File: src/rtl/ppp_pkg.sv
// Shared types, constants and fixed-point helpers of the point projector.
package ppp_pkg;

  localparam int FRAC = 16;
  localparam int TABLE_WORDS = 14;
  localparam int IDX_W = 4;
  localparam int QUEUE_DEPTH = 4;
  localparam int QPTR_W = 2;

  localparam int DIV_IN_W = 34;
  localparam int DIV_QB = 32;
  localparam int DIV_LAT = DIV_QB + 2;

  localparam int SAT_W = 72;
  localparam logic signed [SAT_W-1:0] SAT_MAX = SAT_W'(64'sd2147483647);
  localparam logic signed [SAT_W-1:0] SAT_MIN = SAT_W'(-64'sd2147483648);
  localparam logic signed [63:0] HALF_Q = 64'sd1 <<< (FRAC - 1);

  localparam logic [1:0] ST_PROJECTED   = 2'd0;
  localparam logic [1:0] ST_BAD_FRUSTUM = 2'd1;
  localparam logic [1:0] ST_ZERO_W      = 2'd2;
  localparam logic [1:0] ST_LOAD_ACK    = 2'd3;

  typedef struct packed {
    logic [30:0]        tan_half_fov;
    logic [30:0]        aspect_override;
    logic signed [31:0] near_plane;
    logic signed [31:0] far_plane;
    logic [16:0]        viewport_min_x;
    logic [16:0]        viewport_min_y;
    logic [16:0]        viewport_size_x;
    logic [16:0]        viewport_size_y;
  } cfg_t;

  typedef struct packed {
    logic               project;
    logic               write_en;
    logic [IDX_W-1:0]   idx;
    logic signed [31:0] value;
    logic signed [31:0] px;
    logic signed [31:0] py;
    logic signed [31:0] pz;
  } item_t;

  function automatic logic signed [31:0] sat32(input logic signed [SAT_W-1:0] v);
    if (v > SAT_MAX) begin
      return 32'sh7fffffff;
    end else if (v < SAT_MIN) begin
      return 32'sh80000000;
    end
    return v[31:0];
  endfunction

endpackage

File: src/rtl/ppp_front.sv
// Front end: accepts commands, classifies them and queues them for the back end.
module ppp_front (
  input  logic                 clk,
  input  logic                 rst,
  input  logic                 start,
  output logic                 busy,
  input  logic                 func,
  input  logic [3:0]           word_index,
  input  logic signed [31:0]   word_value,
  input  logic signed [31:0]   point_x,
  input  logic signed [31:0]   point_y,
  input  logic signed [31:0]   point_z,
  output logic                 item_valid,
  output ppp_pkg::item_t       item
);
  import ppp_pkg::*;

  item_t             queue [QUEUE_DEPTH];
  logic [QPTR_W-1:0] wr_ptr;
  logic [QPTR_W-1:0] rd_ptr;
  logic [QPTR_W:0]   count;
  logic              push;
  logic              pop;
  item_t             incoming;

  assign busy = (count == (QPTR_W + 1)'(QUEUE_DEPTH));
  assign push = start && !busy;
  // The back end never stalls, so the head leaves in every cycle it is present.
  assign pop = (count != '0);
  assign item_valid = pop;
  assign item = queue[rd_ptr];

  always_comb begin
    incoming.project  = func;
    incoming.write_en = !func && (word_index < IDX_W'(TABLE_WORDS));
    incoming.idx      = word_index;
    incoming.value    = word_value;
    incoming.px       = point_x;
    incoming.py       = point_y;
    incoming.pz       = point_z;
  end

  always_ff @(posedge clk) begin
    if (push) begin
      queue[wr_ptr] <= incoming;
    end
  end

  always_ff @(posedge clk) begin
    if (rst) begin
      wr_ptr <= '0;
      rd_ptr <= '0;
      count  <= '0;
    end else begin
      if (push) begin
        wr_ptr <= wr_ptr + 1'b1;
      end
      if (pop) begin
        rd_ptr <= rd_ptr + 1'b1;
      end
      if (push && !pop) begin
        count <= count + 1'b1;
      end else if (pop && !push) begin
        count <= count - 1'b1;
      end
    end
  end

endmodule

File: config.mk
export PLATFORM = sky130hd
export DESIGN_NAME = ppp_front
export DESIGN_NICKNAME = d
export VERILOG_FILES = /design/src/rtl/ppp_pkg.sv /design/src/rtl/ppp_front.sv
export SDC_FILE = /design/constraint.sdc
export NUM_CORES = 1
export LEC_CHECK = 0
export BUFFER_PORTS_ARGS = -buffer_cell sky130_fd_sc_hd__buf_4
export CAP_MARGIN = 5
export CORE_MARGIN = 4
export CORE_UTILIZATION = 35
export CTS_CLUSTER_SIZE = 12
export DETAILED_ROUTE_END_ITERATION = 10
export GPL_ROUTABILITY_DRIVEN = 0
export HOLD_SLACK_MARGIN = 0.08
export PLACE_DENSITY = 0.61
export SETUP_SLACK_MARGIN = 0.4
export SLEW_MARGIN = 20
export SYNTH_ARGS = -nofsm -noshare
export SYNTH_HDL_FRONTEND = slang
export SYNTH_SLANG_ARGS = --single-unit
File: constraint.sdc
create_clock -name clk -period 7 [get_ports clk]
set_input_delay 1.75 -clock clk [delete_from_list [all_inputs] [get_ports clk]]
set_output_delay 1.75 -clock clk [all_outputs]
set_load 0.05 [all_outputs]
# Word-level counts from Yosys, hierarchy flattened
# Memory sizes are Yosys's and may differ from the RTL's. A register that Yosys moved wholly into a read port is not among the register bits.
# Index checks and enable logic that the tools add are counted.
classes:
  n_reduce_logical: 10
  addsub: 4
  muxes: 6
  magnitude_cmp: 1
  n_eq_ne: 1
ops:
  columns: ["op", "count"]
  rows:
  - ["$mux 3", 2]
  - ["$add 2x1->2 const B", 2]
  - ["$logic_and 1x1->1", 4]
  - ["$logic_not 1->1", 4]
  - ["$lt 4x4->1 const B", 1]
  - ["$mux 2", 2]
  - ["$add 3x1->3 const B", 1]
  - ["$eq 3x3->1 const B", 1]
  - ["$reduce_bool 3->1", 1]
  - ["$sub 3x1->3 const B", 1]
  - ["$mux 1", 2]
  - ["$reduce_bool 2->1", 1]
word_totals:
  regBits: 7
  input_bits: 136
  ramBits: 536
  elab_cells: 26
  mem_count: 1
  output_inout_bits: 136
memory_table:
  columns: ["name", "depth", "word_bits", "read_ports", "rd_ports_with_merged_regs", "wr", "line", "source"]
  rows:
  - ["queue", 4, 134, 1, 1, 1, "ppp_front.sv:18", "item_t queue [QUEUE_DEPTH];"]

# Longest topological paths before layout
depth:
  word_depth: 7
  depth_mapped: 7
  mapped_depth_nobuf: 6

# Least setup slack after synthesis
# OpenSTA, ideal clock, no wires.
synth_path:
  path_kind: "in2reg"
  startpoint: "input start"
  endpoint: "memory queue[0][0] (netlist name), enable pin"
  t_arrival_ns: 5.133
  cell_stages: 2
  setup_time_ns: 0.509
  setup_slack_ns: 1.358
  path_buffers: 0
  required_time_ns: 6.491
  cell_sequence: "a21boi_2 > and2_1"
synth_via:
  elab_chain_len: 3
synth_rtl:
  columns: ["item", "line", "source"]
  rows:
  - ["start, declared", "ppp_front.sv:5", "input logic start,"]
  - ["$logic_and 1x1->1", "ppp_front.sv:27", "assign push = start && !busy;"]
  - ["$mux 1", "ppp_front.sv:44", "if (push) begin"]
  - ["$mux 1 (implied by the code)", "ppp_front.sv:45", "queue[wr_ptr] <= incoming;"]
  - ["end, declared", "ppp_front.sv:18", null]
# Every way passes these cells.

==> flow_summary_export.csv <==
group,metric,value,unit
status,run_status,"complete, no violations",
sta,worstMarginPinSlew,1.019,ns
pwr,power.density_cell_area,428.2,mW/mm^2
logic_synthesis,postSynth.topFlopCell,"edfxtp_1",
placed_design,dp.final_hpwl,22870,um
setup_path,cp_top_family,"buffers and inverters",
layout,layout_common_cells,"edfxtp_1, buf_4, mux4_2",
grt,globalRouteTotalUtil,0.1310,
logic_synthesis,synth_sequential_area_ratio,0.8218,
setup_path,worst-setup-path-type,"flop to output pin",
setup_path,worst-endpoint-required,5.25,ns
sta,max_freq,224.5,MHz
clocking,cts-root-buf,"clkbuf_16",
floorplanning,die_height,245.9,um
logic_synthesis,async_flop_share,0,
sta,setup_total_negative_slack,0,ns
clocking,clk_sinks,545,
route,drt_pass1_iterations,4,
setup_path,worst-path-max-fanout,79,
sta,final-max-slew-violation-count,0,
floorplanning,dieArea,0.06045,sq mm
route,route.final.wire_length,39730,um
floorplanning,io_pins,272,
grt,use_met2,0.2133,
sta,total_of_endpoints_with_negative_setup_slack_in_the_final_report,0,
clocking,cts_tree,"done",
setup_path,critPathLaunchType,"flop",
grt,grt.overflow.total,0,
sta,finalCriticalPeriod,4.455,ns
sta,setup_repair_after_global_routing_missed_its_margin,"no",
logic_synthesis,postSynthCellCount,752,
clocking,cts_hold_buffers,0,
sta,slew-limit-headroom,0.3206,
logic_synthesis,synth_area,0.01980,sq mm
floorplanning,placeableCoreArea,0.05552,sq mm
clocking,clock_tree.htree_level_count,2,
layout,most_common_cell_after_layout_fill_and_taps_aside,"edfxtp_1",
layout,drive_gt1_frac,0.4508,
setup_path,r2r_slack,4.14,ns
setup_path,cell_depth_of_the_worst_setup_path,3,
setup_path,critPathArrivalTime,2.70,ns
layout,final_nets,1201,
min_path,holdCritPathClass,"flop to flop",
grt,grt_first_pass_wirelength,60060,um
clocking,clk_pin_slew,0.06,ns
route,vias,8693,
flow_run,maxCapViolCount,0,
setup_path,r2r.worst_path.cells,4,
floorplanning,die_w,245.9,um
floorplanning,initial_utilization,0.3567,
placed_design,placement.setup.worst_slack,2.757,ns
route,number_of_design_rule_violations_left_by_the_first_detailed_router_iteration,465,
logic_synthesis,average_footprint_of_a_synthesized_cell,26.34,sq um
setup_path,r2r_end,"queue[1][117]",
setup_path,slowest_cell_on_the_critical_path,"mux4_2",
grt,vias_in_the_first_global_route,9445,
pwr,leakage,8.035,nW
clocking,clock_latency,0.59,ns
logic_synthesis,ys_types,26,
setup_path,crit_path_cell_trace,"buf_12 -> mux4_2 -> buf_4",
clocking,cts_buffers,57,
grt,grt.met3_usage,0.04547,
sta,worst_clock_skew,0.02274,ns
setup_path,critPathCapture,"item[129]",
layout,finalCoreUtilization,0.4387,
setup_path,cp_slowest_stage_delay,0.61,ns
sta,final.period_utilization,0.6364,
grt,antenna_found_initial,4,
grt,grt-busiest-layer,"met2",
logic_synthesis,postSynthRegisterBits,545,
logic_synthesis,syn_nets,893,
logic_synthesis,warning_count_from_the_yosys_run,0,
sta,finalHoldViolations,0,
pwr,power.total,10.43,mW
pwr,worst_ir_drop_vdd,0.0002588,V
setup_path,worst_setup_end_kind,"output pin",
setup_path,crit_buf_inv,2,
sta,minimum_setup_slack_in_the_final_design,2.545,ns
grt,met1_usage,0.1713,
layout,layout-area-overhead-vs-synth,23.00,%
setup_path,critical_register_to_register_path_startpoint,"count[0]",
route,route.detailed.vias_per_inst,4.704,
route,avgRoutedWirePerCell,21.50,um
clocking,cts_max_path_buffers,3,
placed_design,numPortBuffers,271,
grt,pin_count_of_the_biggest_net_entering_global_routing,109,
layout,fillers,4807,
route,detail_route.drc_violations,0,
clocking,post_cts_setup_driven_buffer_insertion_count,0,
clocking,ctsResizeCount,0,
logic_synthesis,synth-edff-count,536,
route,detail-route-antenna-nets,0,
floorplanning,site_rows,86,
-- stage by stage --
step | cells | hold slack [ns] | area (sq um)
after floorplan | 752 | 0.4820 | 19800
after global placement | 1749 | 0.5058 | 22700
after detailed placement | 1749 | 0.5055 | 22700
after CTS | 1846 | 0.5136 | 24350
after global routing | 1846 | 0.5602 | 24350
final | 1848 | 0.5097 | 24360
-- final cells by class --
| cell class | instances | area (sq um) | area share |
|---|---|---|---|
| sequential | 545 | 16280 | 0.6684 |
| multi-input combinational | 172 | 3309 | 0.1359 |
| timing repair buffer | 281 | 2160 | 0.08865 |
| clock buffer | 73 | 1486 | 0.06102 |
| tap | 748 | 935.9 | 0.03842 |
| clock inverter | 24 | 168.9 | 0.006934 |
| inverter | 3 | 11.26 | 0.0004623 |
| antenna | 2 | 5.005 | 0.0002055 |
-- flip-flops by register name, summed over array words and instances (netlist names), named ones only --
signal  flops
count       3
queue     536
rd_ptr      2
wr_ptr      2
-- power by group --
part / switching (mW) / internal, mW
sequential: 0.123 / 3.97
clock: 1.17 / 1.53
combinational: 2.41 / 1.23
-- worst min-delay path by stage --
| stage | start | endpoint | depth (start not counted) |
|---|---|---|---|
| after floorplan | wr_ptr[1] | wr_ptr[1] | 2 |
| after global placement | rd_ptr[1] | flop | 2 |
| after detailed placement | wr_ptr[1] | wr_ptr[1] | 2 |
| after CTS | wr_ptr[1] | wr_ptr[1] | 2 |
| after global routing | wr_ptr[1] | wr_ptr[1] | 2 |
| final | wr_ptr[1] | wr_ptr[1] | 2 |
-- cell families (layout without fill, tap and decap cells) --
logic type	count (synthesis)	count (layout)	synth area share
AOI/OAI and AO/OA	7	7	0.002401
xor gates and xnor gates	4	4	0.001769
adders and majority gates	5	5	0.003159
buffers and inverters	35	381	0.01156
DFF	545	545	0.8218
muxes	137	137	0.1542
other	0	2	0
and+or+nand+nor	19	19	0.005055
-- cell usage after synthesis (all sizes together), types with 3 or more instances --
cell type  count  area, sq um
ha             5        62.56
or3            3        20.02
buf           24        187.7
dfxtp          9        180.2
inv            3        11.26
xor2           3        26.28
edfxtp       536        16100
mux4         134         3018
and2           5        31.28
clkbuf         8        30.03
nor2           8        30.03
-- per-layer routing --
metal | wire, um | up-vias
met5 | 34 | -
met3 | 3052 | 55
met1 | 16260 | 4549
li1 | - | 3866
met4 | 648 | 4
met2 | 19730 | 219
-- worst reg2reg max path, cell delays in order, from the launching register on --
cell and delay, ns:
dfxtp_1 0.45, nor2_1 0.11, a21boi_2 0.33, and2_4 0.88, buf_4 0.69
Note: power is estimated with default switching activity, not from simulation.
